[config.mk]
export PLATFORM = sky130hd
export DESIGN_NAME = bis_front
export DESIGN_NICKNAME = d
export VERILOG_FILES = /design/src/design/bis_pkg.sv /design/src/design/bis_front.sv
export SDC_FILE = /design/constraint.sdc
export NUM_CORES = 2
export LEC_CHECK = 0
export BUFFER_PORTS_ARGS = -buffer_cell sky130_fd_sc_hd__buf_2
export CORE_MARGIN = 2
export CORE_UTILIZATION = 50
export CTS_CLUSTER_SIZE = 24
export DETAILED_ROUTE_END_ITERATION = 7
export GPL_TIMING_DRIVEN = 0
export PLACE_DENSITY = 0.68
export SYNTH_ARGS = -nofsm -noshare
export SYNTH_HDL_FRONTEND = slang
export SYNTH_SLANG_ARGS = --single-unit
[constraint.sdc]
create_clock -name clk -period 27 [get_ports clk]
set_clock_uncertainty 0.2 [all_clocks]
set_input_delay 1.35 -clock clk [delete_from_list [all_inputs] [get_ports clk]]
set_output_delay 1.35 -clock clk [all_outputs]
set_load 0.01 [all_outputs]
[src/design/bis_pkg.sv]
// ----------------------------------------------------------------------------
// Bilinear image scaler package
// Shared widths, field types and register indexes.
// ----------------------------------------------------------------------------
package bis_pkg;

  localparam int MaxSrcDim = 256;
  localparam int FracBits  = 16;
  localparam int DimW      = $clog2(MaxSrcDim) + 1;   // 9
  localparam int AddrW     = 2 * $clog2(MaxSrcDim);   // 16
  localparam int CoordW    = 12;
  localparam int DstW      = 13;
  localparam int ScaleW    = 20;
  localparam int CfgIdxW   = 3;
  localparam int CfgDataW  = 20;
  // source coordinate, signed, Q.FracBits
  localparam int XsW       = 40;

  localparam logic [CfgIdxW-1:0] RegSrcCols  = 3'd0;
  localparam logic [CfgIdxW-1:0] RegSrcRows  = 3'd1;
  localparam logic [CfgIdxW-1:0] RegDstCols  = 3'd2;
  localparam logic [CfgIdxW-1:0] RegDstRows  = 3'd3;
  localparam logic [CfgIdxW-1:0] RegInvScX   = 3'd4;
  localparam logic [CfgIdxW-1:0] RegInvScY   = 3'd5;

  typedef struct packed {
    logic              func;
    logic              first;
    logic [7:0]        in_red;
    logic [7:0]        in_green;
    logic [7:0]        in_blue;
    logic [CoordW-1:0] dst_x;
    logic [CoordW-1:0] dst_y;
  } in_item_t;

  typedef struct packed {
    logic [7:0] out_red;
    logic [7:0] out_green;
    logic [7:0] out_blue;
    logic       covered;
  } out_item_t;

  // query handed from the front to the back
  typedef struct packed {
    logic                     covered;
    logic                     top;
    logic                     bot;
    logic [AddrW-1:0]         a_u;
    logic [AddrW-1:0]         a_tl;
    logic [AddrW-1:0]         a_tr;
    logic [AddrW-1:0]         a_bl;
    logic [AddrW-1:0]         a_br;
    logic signed [FracBits+2:0] d1;
    logic signed [FracBits+2:0] d2;
    logic signed [FracBits+2:0] d3;
    logic signed [FracBits+2:0] d4;
  } job_t;

endpackage

[src/design/bis_front.sv]
// ----------------------------------------------------------------------------
// Bilinear image scaler front end
// Maps query coordinates to source neighbours and weights over two stages.
// ----------------------------------------------------------------------------
module bis_front
  import bis_pkg::*;
(
  input  logic                 clk,
  input  logic                 rst_n,
  input  logic                 in_valid,
  input  in_item_t             in_item,
  input  logic                 adv,        // stages may move
  input  logic [DimW-1:0]      src_cols,
  input  logic [DimW-1:0]      src_rows,
  input  logic [DstW-1:0]      dst_cols,
  input  logic [DstW-1:0]      dst_rows,
  input  logic [ScaleW-1:0]    inv_x,
  input  logic [ScaleW-1:0]    inv_y,
  output logic                 busy,
  output logic                 job_valid,
  output job_t                 job
);

  localparam logic signed [XsW-1:0] FxOne  = XsW'(1) <<< FracBits;
  localparam logic signed [XsW-1:0] FxHalf = XsW'(1) <<< (FracBits - 1);

  // stage 1: products
  logic                     s1_v_r;
  logic signed [XsW-1:0]    px_r, py_r;

  logic signed [DstW+1:0] cx, cy;
  logic signed [ScaleW+1:0] sx, sy;
  always_comb begin
    cx = $signed({2'b0, in_item.dst_x, 1'b0}) - $signed({2'b0, dst_cols});
    cy = $signed({2'b0, in_item.dst_y, 1'b0}) - $signed({2'b0, dst_rows});
    sx = (inv_x == '0) ? (ScaleW+2)'(1 << FracBits) : $signed({2'b0, inv_x});
    sy = (inv_y == '0) ? (ScaleW+2)'(1 << FracBits) : $signed({2'b0, inv_y});
  end

  always_ff @(posedge clk) begin
    if (!rst_n) begin
      s1_v_r <= 1'b0;
    end else if (adv) begin
      s1_v_r <= in_valid && in_item.func;
    end
    if (adv) begin
      px_r <= XsW'(cx) * XsW'(sx);
      py_r <= XsW'(cy) * XsW'(sy);
    end
  end

  // stage 2: coordinates, neighbours, weights
  logic signed [XsW-1:0] xs, ys, ux, uy, tx, ty, pxc, nxc, pyc, nyc;
  logic in_u, in_top, in_bot;
  job_t job_nxt;

  function automatic logic signed [XsW-1:0] trunc_fb(input logic signed [XsW-1:0] v);
    logic signed [XsW-1:0] m;
    m = -v;
    trunc_fb = v[XsW-1] ? -(m >>> FracBits) : (v >>> FracBits);
  endfunction

  function automatic logic inside_x(input logic signed [XsW-1:0] v,
                                    input logic [DimW-1:0] n);
    inside_x = !v[XsW-1] && (v < $signed({{(XsW-DimW){1'b0}}, n}));
  endfunction

  function automatic logic [AddrW-1:0] addr_of(input logic signed [XsW-1:0] col,
                                               input logic signed [XsW-1:0] row,
                                               input logic [DimW-1:0] cols);
    logic [AddrW+DimW-1:0] p;
    p = row[AddrW-1:0] * cols;
    addr_of = p[AddrW-1:0] + col[AddrW-1:0];
  endfunction

  always_comb begin
    // floor of half: arithmetic shift
    xs = (px_r >>> 1) + ($signed({{(XsW-DimW){1'b0}}, src_cols}) <<< (FracBits - 1));
    ys = (py_r >>> 1) + ($signed({{(XsW-DimW){1'b0}}, src_rows}) <<< (FracBits - 1));
    ux = trunc_fb(xs + FxHalf);
    uy = trunc_fb(ys + FxHalf);
    tx = ux <<< FracBits;
    ty = uy <<< FracBits;
    if (xs < tx) begin nxc = ux; pxc = ux - 1; end
    else begin nxc = ux + 1; pxc = ux; end
    if (ys < ty) begin nyc = uy; pyc = uy - 1; end
    else begin nyc = uy + 1; pyc = uy; end
    in_u   = inside_x(ux, src_cols) && inside_x(uy, src_rows);
    in_top = inside_x(pxc, src_cols) && inside_x(nxc, src_cols)
             && inside_x(pyc, src_rows);
    in_bot = inside_x(pxc, src_cols) && inside_x(nxc, src_cols)
             && inside_x(nyc, src_rows);
    job_nxt.covered = in_u;
    job_nxt.top  = in_top;
    job_nxt.bot  = in_bot;
    job_nxt.a_u  = addr_of(ux, uy, src_cols);
    job_nxt.a_tl = addr_of(pxc, pyc, src_cols);
    job_nxt.a_tr = addr_of(nxc, pyc, src_cols);
    job_nxt.a_bl = addr_of(pxc, nyc, src_cols);
    job_nxt.a_br = addr_of(nxc, nyc, src_cols);
    job_nxt.d1 = (FracBits+3)'((nxc <<< FracBits) - xs);
    job_nxt.d2 = (FracBits+3)'(xs - (pxc <<< FracBits));
    job_nxt.d3 = (FracBits+3)'((nyc <<< FracBits) - ys);
    job_nxt.d4 = (FracBits+3)'(ys - (pyc <<< FracBits));
  end

  logic job_v_r;
  job_t job_r;
  always_ff @(posedge clk) begin
    if (!rst_n) begin
      job_v_r <= 1'b0;
    end else if (adv) begin
      job_v_r <= s1_v_r;
    end
    if (adv) begin
      job_r <= job_nxt;
    end
  end

  assign busy      = s1_v_r || job_v_r;
  assign job_valid = job_v_r;
  assign job       = job_r;

endmodule

# --- Word level (Yosys, flattened, before mapping) ---
# Cells that the tools add are included.
classes:
  reduce_logical: 20
  addsub: 23
  magnitude_cmp: 8
  div_mod_pow: 0
  multipliers: 5
  n_mux: 8
  n_shift: 0
  eq_ne: 0
  n_bitwise: 0
ops:
  columns: ["cell", "count"]
  rows:
  - ["40-bit by 10-bit < comparator with 1-bit output", 6]
  - ["40-bit 2-to-1 mux", 6]
  - ["16-bit adder", 5]
  - ["40-bit by 2-bit adder with 40-bit output, second input constant", 2]
  - ["35-bit by 40-bit < comparator with 1-bit output", 2]
  - ["24-bit negator with 40-bit output", 2]
  - ["36-bit negator with 40-bit output", 2]
  - ["40-bit by 2-bit subtractor with 40-bit output, second input constant", 2]
  - ["19-bit subtractor", 4]
  - ["35-bit by 17-bit adder with 36-bit output, second input constant", 2]
  - ["34-bit by 25-bit adder with 35-bit output", 2]
  - ["14-bit by 21-bit multiplier with 35-bit output", 2]
  - ["16-bit by 9-bit multiplier with 16-bit output", 3]
  - ["20-bit logical NOT", 2]
  - ["20-bit 2-to-1 mux", 2]
  - ["13-bit by 13-bit subtractor with 14-bit output", 2]
  - ["1-bit logical AND", 11]
  - ["1-bit logical NOT", 6]
  - ["1-bit logical OR", 1]
word_totals:
  ff_bits: 231
  latch_bits: 0
  ram_bits: 0
  mem_count: 0
  romBits: 0
  wordCells: 80
  output_inout_bits: 161
  in_bits: 138

# --- Longest topological paths before layout ---
depth:
  word_depth: 11
  ltp_mapped: 59
  mapped_depth_nobuf: 56

# --- Worst setup path before layout ---
# OpenSTA, ideal clock, no wires.
synth_timing:
  path_type: "input port to flip-flop"
  startpoint: "input port src_rows[0]"
  endpoint: "register job_r, in the netlist job[123] (data pin)"
  setup_slack_ns: 13.530
  path_stages: 54
  setup_time_ns: 0.268
  arrival_time_ns: 13.002
  path_buffers: 3
  required_time_ns: 26.532
  cell_sequence: "ha_1 -> fa_1 -> a211o_1 -> and2_1 -> clkbuf_1 -> or4_1 -> clkbuf_1 -> a2111oi_2 -> a21oi_1 -> or3_1 -> mux2i_1 -> a31oi_1 -> or4b_1 -> o211ai_1 -> xnor2_1 -> ha_1 -> a21o_1 -> a21oi_1 -> [18 not listed] -> inv_1 -> ha_1 -> a21o_1 -> a21oi_1 -> nor2b_1 -> o21ai_0 -> nand2b_1 -> a21oi_1 -> nor2b_1 -> nor2_1 -> o21bai_1 -> a21oi_1 -> o21bai_1 -> a21oi_1 -> xnor2_1 -> xnor2_1 -> xnor3_1 -> xnor3_1"
synth_lines:
  columns: ["element", "line_no", "rtl"]
  rows:
  - ["start, declared", "bis_front.sv:14", "input logic [DimW-1:0] src_rows,"]
  - ["end signal, assigned", "bis_front.sv:116", "job_r <= job_nxt;"]
  - ["end, declared", "bis_front.sv:108", "job_t job_r;"]

==> results.toml <==
[synth]
async_reset_ff_share_pct = 0
yosysWarnings = 0
avgSynthCellArea_um2 = 9.09
ys_ff_latch = 227
syn-instance-count = 5226
syn-num-nets = 6538
synth.distinct_cells = 109
synth_flop_cell = "edfxtp_1"
synth_edf_count = 225
ys_seq_area_share_pct = 14.3
syn_area_um2 = 47500

[run_status]
outcome = "complete, but fails checks"
violations = "max-capacitance violations"

[floorplanning]
rows = 113
core_area_um2 = 94600
die_h_um = 312
io_pins = 299
start_util_pct = 50.2
die_area_um2 = 97500
die_w_um = 312

[routing]
via_count = 37600
drt-pass1-iter-count = 5
wirelength_met1_um = 56400
top_layer = "met5"
wl_met3_um = 8320
viasPerCell = 5.51
wl_met2_um = 60600
drc_errors = 0
first_iter_violations = 2554
ant_nets = 0
wl_per_cell_um = 19.2
wl_um = 131000

[critical_path]
cp.required_ns = 27.12
cpPeakStageDelay_ns = 0.91
cp_common_cell = "a21oi_1"
crit_fanout = 10
critPathKind = "input pin to flip-flop"
crit_path_start_kind = "input pin"
ff2ff_setup_slack_ns = 11.36
cp-end-kind = "flip-flop"
arrival_ns = 16.29
slowest_stage = "xnor2_1"

[cts]
cts.sinks = 227
clk_pin_slew_worst_paths_ns = 0.06
post_cts_resize_count = 0
ctsLongestPathBuffers = 3
cts_root_buf = "clkbuf_16"
postCtsSetupRepairBufs = 0
cts.htree.levels = 1
clk_latency_ns = 0.58
hold_buffers = 0
numCtsBuffers = 28
cts_tree = "done"

[global_route]
antenna_found_initial = 5
grt_overflow = 0
grt_use_total_pct = 27.0
grt_pass1_vias = 37900
grt_pass1_wl_um = 209000
grt_max_degree = 120

[timing]
setup_tns_ns = 0
hold_violations = 0
slew_headroom_pct = 0.186
period_share_pct = 59.9
setup_viol = 0
timing.fmax_mhz = 61.8
rsz0062_at_grt = "no"
finalMaxSlewViolations = 0
fin_crit_ns = 16.17
worst_slew_pin_slew_ns = 1.49

[place]
dp_hpwl_um = 110000
port_buffers = 273
place.gp.congestion = 0.966

[final_layout]
syn2layout_area_growth_pct = 8.23
regArea_um2 = 6800
drive_gt1_share_pct = 8.55
fillers = 8689
fin_nets = 6843
multi_input_comb_area_um2 = 36800

[flow_run]
cap_violations = 1

[worst_hold_path]
holdCritPathClass = "flip-flop to flip-flop"
==> through the flow <==
stage                     std cells  hold slack, ns  worst slack [ns]  area (µm²)  utilization (%)
after floorplan                5226           0.242             13.53       47500                -
after global placement         6764           0.275             10.53       50500             53.3
after detailed placement       6765           0.270             10.45       50500             53.4
after CTS                      6817           0.280             11.06       51400             54.3
after global routing           6819           0.314              9.81       51400             54.4
final                          6821           0.276             10.83       51400             54.4
==> final timing paths <==
kind	startpoint	end	cells after the start
setup / recovery	src_rows[0]	job[107]	57
hold / removal	py_r[9]	job[8]	0
setup reg to reg	py_r[16]	job[107]	56
hold reg to reg	py_r[9]	job[8]	0
==> sequential cells by signal, indices dropped and copies added (netlist names) <==
register / count
py_r: 34
s1_v_r: 1
job: 157
px_r: 34
job_valid: 1
==> critical path: cells and delay by family <==
family | cells | cell delay, ns
adder cells (fa/ha/maj) | 8 | 3.18
XOR/XNOR | 9 | 3.89
multiplexers | 1 | 0.48
buffers and inverters | 10 | 1.63
AND/OR/NAND/NOR | 8 | 1.20
AO/OA/AOI/OAI | 21 | 4.50
==> kinds of logic (layout without fill, tap and decap cells) <==
family | after synthesis | after routing | synth area share (%)
and+or+nand+nor | 1626 | 1626 | 17.2
AOI/OAI and AO/OA | 726 | 726 | 10.5
adders and majority gates | 1176 | 1176 | 41.2
other | 0 | 3 | 0
DFF | 227 | 227 | 14.3
muxes | 22 | 22 | 0.482
buffers and inverters | 1034 | 1361 | 8.25
xor gates and xnor gates | 415 | 415 | 8.02
==> synth_stat cells (8+ instances only) <==
master,instances,area (µm²)
a211o_1,12,105
a211oi_1,30,225
a21boi_0,9,67.6
a21o_1,90,676
a21oi_1,195,976
a31o_2,10,87.6
a31oi_1,22,138
and2_1,273,1710
and3_1,34,213
and4_1,14,123
buf_2,8,40.0
clkbuf_1,159,597
edfxtp_1,225,6760
fa_1,650,13000
ha_1,524,6560
inv_1,850,3190
mux2i_1,15,150
nand2_1,603,2260
nand2b_1,34,213
nand3_1,71,355
nand3b_1,9,67.6
nand4_1,39,244
nor2_1,232,871
nor2b_1,71,444
nor3_1,75,375
nor4_1,39,244
o2111ai_1,9,78.8
o211ai_1,19,143
o21a_1,38,285
o21ai_0,101,505
o21ai_1,8,40.0
o21bai_1,64,480
o31ai_1,9,67.6
or2_2,51,319
or3_1,22,138
or4_1,16,120
xnor2_1,299,2620
xnor3_1,9,203
xor2_1,100,876
==> routing by layer <==
metal / GRT usage [%] / vias up
met2: 44.8 / 1185
met5: 0 / -
met1: 36.2 / 18500
li1: - / 17700
met3: 3.27 / 219
met4: 10.5 / 2
==> placed cells by master (no fill, tap or decap), types with 16 or more instances in the layout <==
master,count
o211ai_1,19
fa_1,650
nand3_1,71
nor4_1,39
nand2b_1,34
a21oi_1,195
edfxtp_1,225
or2_2,51
nor3_1,75
a211oi_1,30
and2_1,273
a31oi_1,22
o21ai_0,101
or3_1,22
clkbuf_16,29
a21o_1,90
inv_1,850
and3_1,34
xor2_1,100
o21bai_1,64
o21a_1,38
or4_1,16
nand4_1,39
clkbuf_1,164
ha_1,524
buf_2,280
xnor2_1,299
nor2_1,232
nor2b_1,71
nand2_1,603
==> cell type report <==
cell class | instances | area share [%]
clock buffer | 34 | 1.45
tap | 1265 | 3.08
inverter | 860 | 6.28
sequential | 227 | 13.2
timing repair buffer | 275 | 2.75
clock inverter | 18 | 0.321
multi-input combinational | 3965 | 71.6
antenna | 3 | 0.0146
buffer | 174 | 1.34
Power is left out: the tool's default activity adds up to more than one toggle a clock period on the data nets, which glitch-free logic cannot reach.
