$ cat config.mk
export PLATFORM = sky130hd
export DESIGN_NAME = bis_queue
export DESIGN_NICKNAME = d
export VERILOG_FILES = /design/src/design/bis_pkg.sv /design/src/design/bis_queue.sv
export SDC_FILE = /design/constraint.sdc
export NUM_CORES = 1
export LEC_CHECK = 0
export BUFFER_PORTS_ARGS = -buffer_cell sky130_fd_sc_hd__buf_2
export CAP_MARGIN = 10
export CORE_ASPECT_RATIO = 0.9
export CORE_MARGIN = 5
export CORE_UTILIZATION = 47
export CTS_CLUSTER_DIAMETER = 60
export DETAILED_ROUTE_END_ITERATION = 10
export PLACE_DENSITY = 0.84
export REMOVE_ABC_BUFFERS = 1
export SYNTH_ARGS = -nofsm -noshare
export SYNTH_HDL_FRONTEND = slang
export SYNTH_SLANG_ARGS = --single-unit
$ cat constraint.sdc
create_clock -name clk -period 9.2 [get_ports clk]
set_input_delay 1.38 -clock clk [delete_from_list [all_inputs] [get_ports clk]]
set_output_delay 1.38 -clock clk [all_outputs]
set_load 0.02 [all_outputs]
$ cat src/design/bis_pkg.sv
// ----------------------------------------------------------------------------
// Bilinear image scaler package
// Shared widths, field types and register indexes.
// ----------------------------------------------------------------------------
package bis_pkg;

  localparam int MaxSrcDim = 256;
  localparam int FracBits  = 16;
  localparam int DimW      = $clog2(MaxSrcDim) + 1;   // 9
  localparam int AddrW     = 2 * $clog2(MaxSrcDim);   // 16
  localparam int CoordW    = 12;
  localparam int DstW      = 13;
  localparam int ScaleW    = 20;
  localparam int CfgIdxW   = 3;
  localparam int CfgDataW  = 20;
  // source coordinate, signed, Q.FracBits
  localparam int XsW       = 40;

  localparam logic [CfgIdxW-1:0] RegSrcCols  = 3'd0;
  localparam logic [CfgIdxW-1:0] RegSrcRows  = 3'd1;
  localparam logic [CfgIdxW-1:0] RegDstCols  = 3'd2;
  localparam logic [CfgIdxW-1:0] RegDstRows  = 3'd3;
  localparam logic [CfgIdxW-1:0] RegInvScX   = 3'd4;
  localparam logic [CfgIdxW-1:0] RegInvScY   = 3'd5;

  typedef struct packed {
    logic              func;
    logic              first;
    logic [7:0]        in_red;
    logic [7:0]        in_green;
    logic [7:0]        in_blue;
    logic [CoordW-1:0] dst_x;
    logic [CoordW-1:0] dst_y;
  } in_item_t;

  typedef struct packed {
    logic [7:0] out_red;
    logic [7:0] out_green;
    logic [7:0] out_blue;
    logic       covered;
  } out_item_t;

  // query handed from the front to the back
  typedef struct packed {
    logic                     covered;
    logic                     top;
    logic                     bot;
    logic [AddrW-1:0]         a_u;
    logic [AddrW-1:0]         a_tl;
    logic [AddrW-1:0]         a_tr;
    logic [AddrW-1:0]         a_bl;
    logic [AddrW-1:0]         a_br;
    logic signed [FracBits+2:0] d1;
    logic signed [FracBits+2:0] d2;
    logic signed [FracBits+2:0] d3;
    logic signed [FracBits+2:0] d4;
  } job_t;

endpackage

$ cat src/design/bis_queue.sv
// ----------------------------------------------------------------------------
// Bilinear image scaler job queue
// Two-entry FIFO between front and back.
// ----------------------------------------------------------------------------
module bis_queue
  import bis_pkg::*;
(
  input  logic clk,
  input  logic rst_n,
  input  logic push,
  input  job_t push_data,
  input  logic pop,
  output logic empty,
  output logic full,
  output job_t head
);

  job_t       mem_r [2];
  logic       wp_r, rp_r;
  logic [1:0] cnt_r;

  always_ff @(posedge clk) begin
    if (!rst_n) begin
      wp_r <= 1'b0; rp_r <= 1'b0; cnt_r <= '0;
    end else begin
      if (push) wp_r <= !wp_r;
      if (pop) rp_r <= !rp_r;
      cnt_r <= cnt_r + 2'(push) - 2'(pop);
    end
    if (push) mem_r[wp_r] <= push_data;
  end

  assign empty = (cnt_r == 2'd0);
  assign full  = (cnt_r == 2'd2);
  assign head  = mem_r[rp_r];

endmodule

# == Word-level counts from Yosys, hierarchy flattened ==
# Memory sizes are Yosys's and may differ from the RTL's. A register that Yosys moved wholly into a read port is not among the register bits.
# Cells that the tools add are included.
# Widths: inputs -> output; s select.
# classes
bitwise_logic,0
n_lt_le_gt_ge,0
n_addsub,2
n_reduce_logical,3
n_div,0
multipliers,0
n_eq_ne,1
mux,4
shifts,0
# op_table
cell,n
$mux 1,4
$add 2x1->2,1
$eq 2x2->1 const B,1
$logic_not 1->1,2
$logic_not 2->1,1
$sub 2x1->2,1
# word_totals
register_bits,4
mem_bits_rw,318
mem_count,1
romBits,0
out_inout_bits,161
latchBits,0
in_bits,163
# memory_table
name,depth,width,rd,rd_clocked_by_memory_dff,write_ports,line,text
mem_r,2,159,1,1,1,bis_queue.sv:18,job_t mem_r [2];

# == Longest topological paths before layout ==
# Gate-level depths: netlist (run 1).
# logic_depth
word_depth,3
ltp_mapped,6
depth_no_buf,6

# == Worst setup path before layout (run 1) ==
# No wires, ideal clock.
# synth_path
path_type,input -> register
start,in push
end,"mem mem_r[0][0] in the netlist's numbering, enable pin"
required_ns,8.501
setup_slack_ns,0.218
arrival_time_ns,8.283
cell_stages,1
path_buffers,0
path_cell_list,nor2b_1
# synth_via
elab_chain_len,2
# synth_rtl
item,line,text
"start, declared",bis_queue.sv:10,"input logic push,"
$mux 1,bis_queue.sv:30,if (push) mem_r[wp_r] <= push_data;
$mux 1 (implied by the code),bis_queue.sv:30,
"end, declared",bis_queue.sv:18,
# Every way passes these cells.

==> reports/qor.yml, run 1 <==
timing:
  hold_viol: 0
  clock_skew_ns: 0.0136
  finalSetupViolations: 0
  setup-tns-final_ns: 0
  period_share_pct: 46.8
  maxSlewViolCount: 0
  tightest_slew_ns: 1.00
  finalCriticalPeriod_ns: 4.31
  slew-limit-headroom_pct: 33.2
  rsz0062_at_grt: "false"
  fmax_mhz: 232
cells_and_area:
  drive_above_1_share_pct: 60.2
  nets: 1025
  layout_common_cells: "buf_2, edfxtp_1, mux2_4, mux2_2, clkbuf_16"
  final_core_util_pct: 59.2
  final_cells: 1226
  final_common_cell: "buf_2"
  num-fill-cells: 1834
  area_delta_synth_final_pct: 23.4
critical_path:
  critPathTopFamily: "buffers and inverters"
  timing.rr.start: "wp_r"
  arrival_ns: 2.93
  cp_slowest_cell: "dfxtp_4"
  crit_type: "reg -> out"
  critPathBufInv: 2
  cp_slowest_stage_delay_ns: 0.85
  required_ns: 7.82
  worstPathMaxFanout: 59
  path_cells: "buf_4, mux2_2, buf_2"
  end_kind: "primary output"
  crit_path_start_kind: "flip-flop"
synthesis:
  synthCells: 516
  netlist_area_um2: 12100
  ys_ff_latch: 323
  ys_seq_area_share_pct: 79.6
  yosys_warnings: 0
  yosysUniqueCellTypes: 14
  syn_avg_cell_area_um2: 23.5
clock_tree:
  path_clk_slew_ns: 0.06
  cts-resized-gates: 0
  htree_levels: 1
  cts.sinks: 323
  cts_made_buffers: 31
  cts_tree: "yes"
  postCtsHoldBufs: 0
  clockBufferDepth: 3
  clkLatencyLatePin_ns: 0.54
  root_buffer: "clkbuf_16"
  post_cts_buffers: 0
floorplanning:
  die_area_um2: 29100
  placementRows: 55
  initial_utilization_pct: 48.0
  die_y_um: 162
  pin_count: 324
  core_um2: 25300
  die_w_um: 179
grt:
  grt_max_degree: 77
  antenna_found_initial: 5
  grt_usage_pct: 15.1
  grt_pass1_vias: 6454
  grt_pass1_wl_mm: 34.5
  grt_overflow: 0
drt:
  via_per_inst: 4.89
  vias: 5990
  routedWlPerCell_um: 18.8
  wirelength_mm: 23.1
  ant_nets: 0
  drt_first_iter_violations: 361
  drc: 0
  firstDrtPassIters: 7
placed_design:
  io_buffers: 323
  dp_hpwl_mm: 15.6
  place_inst: 1169
  place_congestion: 0.737
power_and_ir_drop:
  static-leakage-power_nw: 5.82
  total_power_w: 0.00328
  p_per_area_nw_per_um2: 219
  irDropWorstVdd_mv: 0.191
min_path:
  hp-class: "reg -> reg"
  min_from: "rp_r"
run_status:
  outcome: "completed"
flow_run:
  max_cap_violations: 0
[worst register-to-register path, stage by stage (launching register included)]
cell	delay, ns
dfxtp_1	0.40
and2_4	0.30
buf_4	0.75
buf_4	0.97
[cell usage after synthesis]
cell        n  area share (%)
and2_1      4            0.21
buf_2       4            0.17
buf_6      14             1.3
dfxtp_1     5            0.83
edfxtp_1  318              79
ha_1        2            0.21
inv_1       2           0.062
mux2_2     58             5.4
mux2_4    101              13
nor2_1      1           0.031
nor2b_1     4            0.21
o21a_1      1           0.062
xnor3_1     1            0.19
xor2_1      1           0.072
[cell families (layout without fill, tap and decap cells)]
kind of cell / count (synthesis) / count (layout) / share of synthesized area [%]
other cells: 0 / 1 / 0
xor+xnor: 2 / 2 / 0.258
buf+inv: 20 / 387 / 1.53
simple gates: 9 / 9 / 0.444
flops: 323 / 323 / 79.6
mux: 159 / 159 / 17.9
compound gates: 1 / 1 / 0.0620
fa+ha+maj: 2 / 2 / 0.206
[layout make-up]
class | instances | area, um^2 | area share [%]
antenna | 1 | 2.50 | 0.0167
clock buffer | 39 | 806 | 5.39
clock inverter | 17 | 104 | 0.694
inverter | 2 | 7.51 | 0.0502
multi-input combinational | 173 | 2300 | 15.4
sequential | 323 | 9650 | 64.5
tap | 342 | 428 | 2.86
timing repair buffer | 329 | 1660 | 11.1
[state kept, by name, summed over array words and instances (netlist names), named ones only]
register  count
rp_r          1
mem_r       318
wp_r          1
cnt_r         2
[routing by layer]
metal  GRT usage, %  share of wire [%]
met1           18.6                 38
met4           4.74                3.4
met5              0               0.18
met3           4.94                9.7
met2           25.5                 49
[per-stage QoR]
| stage | hold slack, ns | setup slack, ns | area (um^2) |
|---|---|---|---|
| detailed placement | 0.568 | 5.20 | 14000 |
| floorplan | 0.555 | 0.218 | 11900 |
| global placement | 0.557 | 5.24 | 14000 |
| CTS | 0.592 | 4.84 | 15000 |
| global route | 0.627 | 4.74 | 15000 |
| finish | 0.596 | 4.89 | 15000 |
[where the power goes]
group / internal, W / total (W) / switching, W
sequential: 0.00170 / 0.00173 / 0.0000282
clock: 0.000642 / 0.00114 / 0.000495
combinational: 0.000184 / 0.000414 / 0.000230
[final timing paths]
path,cells past startpoint,slack (ns),end
worst max-delay path,3,4.89,head[45]
worst max register to register,3,6.32,mem_r[1][88]
worst min register to register,2,0.60,flip-flop
worst min-delay path,2,0.60,flip-flop
(Power assumes the default switching activity.)
==> inputs of run 2 (changes only) <==
--- a/config.mk
+++ b/config.mk
@@ -9,10 +9,10 @@
 export CAP_MARGIN = 10
 export CORE_ASPECT_RATIO = 0.9
 export CORE_MARGIN = 5
-export CORE_UTILIZATION = 47
+export CORE_UTILIZATION = 52
 export CTS_CLUSTER_DIAMETER = 60
 export DETAILED_ROUTE_END_ITERATION = 10
-export PLACE_DENSITY = 0.84
+export PLACE_DENSITY = 0.88
 export REMOVE_ABC_BUFFERS = 1
 export SYNTH_ARGS = -nofsm -noshare
 export SYNTH_HDL_FRONTEND = slang
==> constraint.sdc (replaced) <==
create_clock -name clk -period 4.2 [get_ports clk]
set_input_delay 0.63 -clock clk [delete_from_list [all_inputs] [get_ports clk]]
set_output_delay 0.63 -clock clk [all_outputs]
set_load 0.02 [all_outputs]
==> run 2 against run 1 <==
  * Global-route usage increased by 2.3 points
  * Non-clock buffer count stayed put
  * Via count is 1.2% higher
  * Cell area increased by 1.7%
  * Final cell count is 2.8% lower
  * First-iteration DRC count up 30%
  * Flip-flop and latch count unchanged
  * Critical path depth did not move
  * Sequential share of layout area shrank 1.1 points
  * Combinational power grew 120%
  * Clock power increased to 2.6 times the previous value
  * Critical path type unchanged
  * Largest cell class unchanged
==> reports/qor.yml, run 2 (synthesis gave the netlist of run 1 again) <==
power_and_ir_drop:
  static-leakage-power_nw: 5.96  # +2.4%
  p_per_area_nw_per_um2: 508  # +130%
  irDropWorstVdd_mv: 0.429  # +120%
grt:
  grt_usage_pct: 17.4  # +2.3 points
  grt_pass1_wl_mm: 35.8  # +3.5%
  grt_pass1_vias: 6606  # +2.4%
  grt_max_degree: 92  # +19%
  antenna_found_initial: 7  # +2
  grt_overflow: 0  # unchanged
cells_and_area:
  top_regs: "mem_r x318, cnt_r x2"
  area_delta_synth_final_pct: 25.5
  top_register: "mem_r"
  design_area_um2: 15200  # +1.7%
  layout_common_cells: "buf_2, edfxtp_1, mux2_4, mux2_2, clkbuf_16"
  drive_above_1_share_pct: 61.3  # +1.1 points
  num-fill-cells: 1521  # -17%
  final_common_cell: "buf_2"
  largest_reg_flops: 318  # unchanged
  nets: 1028  # +0.29%
placed_design:
  place_area_um2: 14100  # about the same
  place_congestion: 0.764  # +3.8%
  dp_hpwl_mm: 16.1  # +3.5%
  io_buffers: 323  # unchanged
clock_tree:
  cts_tree: "yes"
  root_buffer: "clkbuf_16"
  cts_made_buffers: 34  # +9.7%
  clockBufferDepth: 3  # unchanged
  path_clk_slew_ns: 0.06  # about the same
  postCtsHoldBufs: 0  # unchanged
  clkLatencyLatePin_ns: 0.49  # -0.05 ns
  cts.sinks: 323  # unchanged
  post_cts_buffers: 0  # unchanged
  htree_levels: 2  # +1
  cts-resized-gates: 0  # unchanged
floorplanning:
  die_y_um: 155  # -4.6%
  pin_count: 324  # unchanged
  placementRows: 53  # -3.6%
  initial_utilization_pct: 52.4  # +4.4 points
  die_w_um: 171  # -4.7%
  core_um2: 23100  # -8.4%
  die_area_um2: 26500  # -9.1%
timing:
  rsz0062_at_grt: "false"
  finalSetupViolations: 0  # unchanged
  period_share_pct: 71.1
  slew-limit-headroom_pct: 56.5  # +23 points
  tightest_slew_ns: 0.652  # -0.351 ns
  fmax_mhz: 335
  holdWs_ns: 0.325  # -0.271 ns
  clock_skew_ns: 0.00878  # -0.00485 ns
  maxSlewViolCount: 0  # unchanged
  setup-tns-final_ns: 0  # unchanged
  hold_viol: 0  # unchanged
  finalCriticalPeriod_ns: 2.98
drt:
  routedWlPerCell_um: 20.0  # +6.2%
  ant_nets: 0  # unchanged
  vias: 6063  # +1.2%
  via_per_inst: 5.09  # +4.1%
  firstDrtPassIters: 4  # -3
  drt_first_iter_violations: 468  # +30%
  wirelength_mm: 23.8  # +3.2%
  drc: 0  # unchanged
critical_path:
  required_ns: 3.57  # -4.25 ns
  worstPathMaxFanout: 66  # +12%
  arrival_ns: 2.35  # -0.58 ns
  end_kind: "primary output"
  crit_path_start_kind: "flip-flop"
  crit_type: "reg -> out"
min_path:
  hp-class: "in -> reg"
run_status:
  outcome: "completed"
flow_run:
  max_cap_violations: 0  # unchanged
[run 2: cell count changes in the layout (fill, tap and decap cells not counted), sizes merged]
cell and change:
bufinv +3, inv +1, clkbuf +3, diode +2
clkinv -3
[run 2: layout make-up]
type	instances	area, um^2	area share (%)
Clock inverter	18	205	1.35
Antenna cell	3	7.51	0.0493
Multi-Input combinational cell	173	2300	15.1
Sequential cell	323	9650	63.4
Timing Repair Buffer	329	1720	11.3
Clock buffer	42	945	6.21
Inverter	2	7.51	0.0493
Tap cell	302	378	2.48
[run 2: power breakdown]
part	internal [W]	switching [W]	total (W)	leakage, nW
Clock	0.00185	0.00117	0.00302	0.568
Sequential	0.00373	0.0000606	0.00379	3.03
Combinational	0.000408	0.000508	0.000916	2.37
[run 2: metal layers]
metal	track usage [%]	part of all wire (%)	wire (um)	vias to the layer above
met5	0	0.26	62	-
met4	5.51	2.3	557	8
met1	21.4	37	8910	2992
met2	29.6	51	12100	264
met3	5.37	9.1	2170	48
li1	-	-	-	2751
[run 2: stage by stage]
step | setup slack [ns] | std cells | util, % | power [W]
6_report | 1.22 | 1192 | 65.8 | 0.00773
5_1_grt | 1.11 | 1192 | 65.8 | 0.00802
4_1_cts | 1.20 | 1189 | 65.7 | 0.00782
3_5_place_dp | 1.73 | 1129 | 60.8 | 0.00478
3_3_place_gp | 1.75 | 1129 | 60.8 | 0.00475
2_1_floorplan | -4.03 | 498 | - | 0.00454
[run 2: final timing paths]
path | from | to | slack, ns | depth (start not counted)
setup / recovery | flip-flop | head[0] | 1.22 | 3
hold / removal | push_data[114] | mem_r[1][114] | 0.32 | 1
setup reg to reg | wp_r | mem_r[1][75] | 2.22 | 2
hold reg to reg | rp_r | flip-flop | 0.59 | 2
[run 2: worst max-delay path: stages (launching register included)]
cell and delay (ns):
dfxtp_4 0.77, buf_12 0.43, mux2_2 0.40, buf_2 0.16
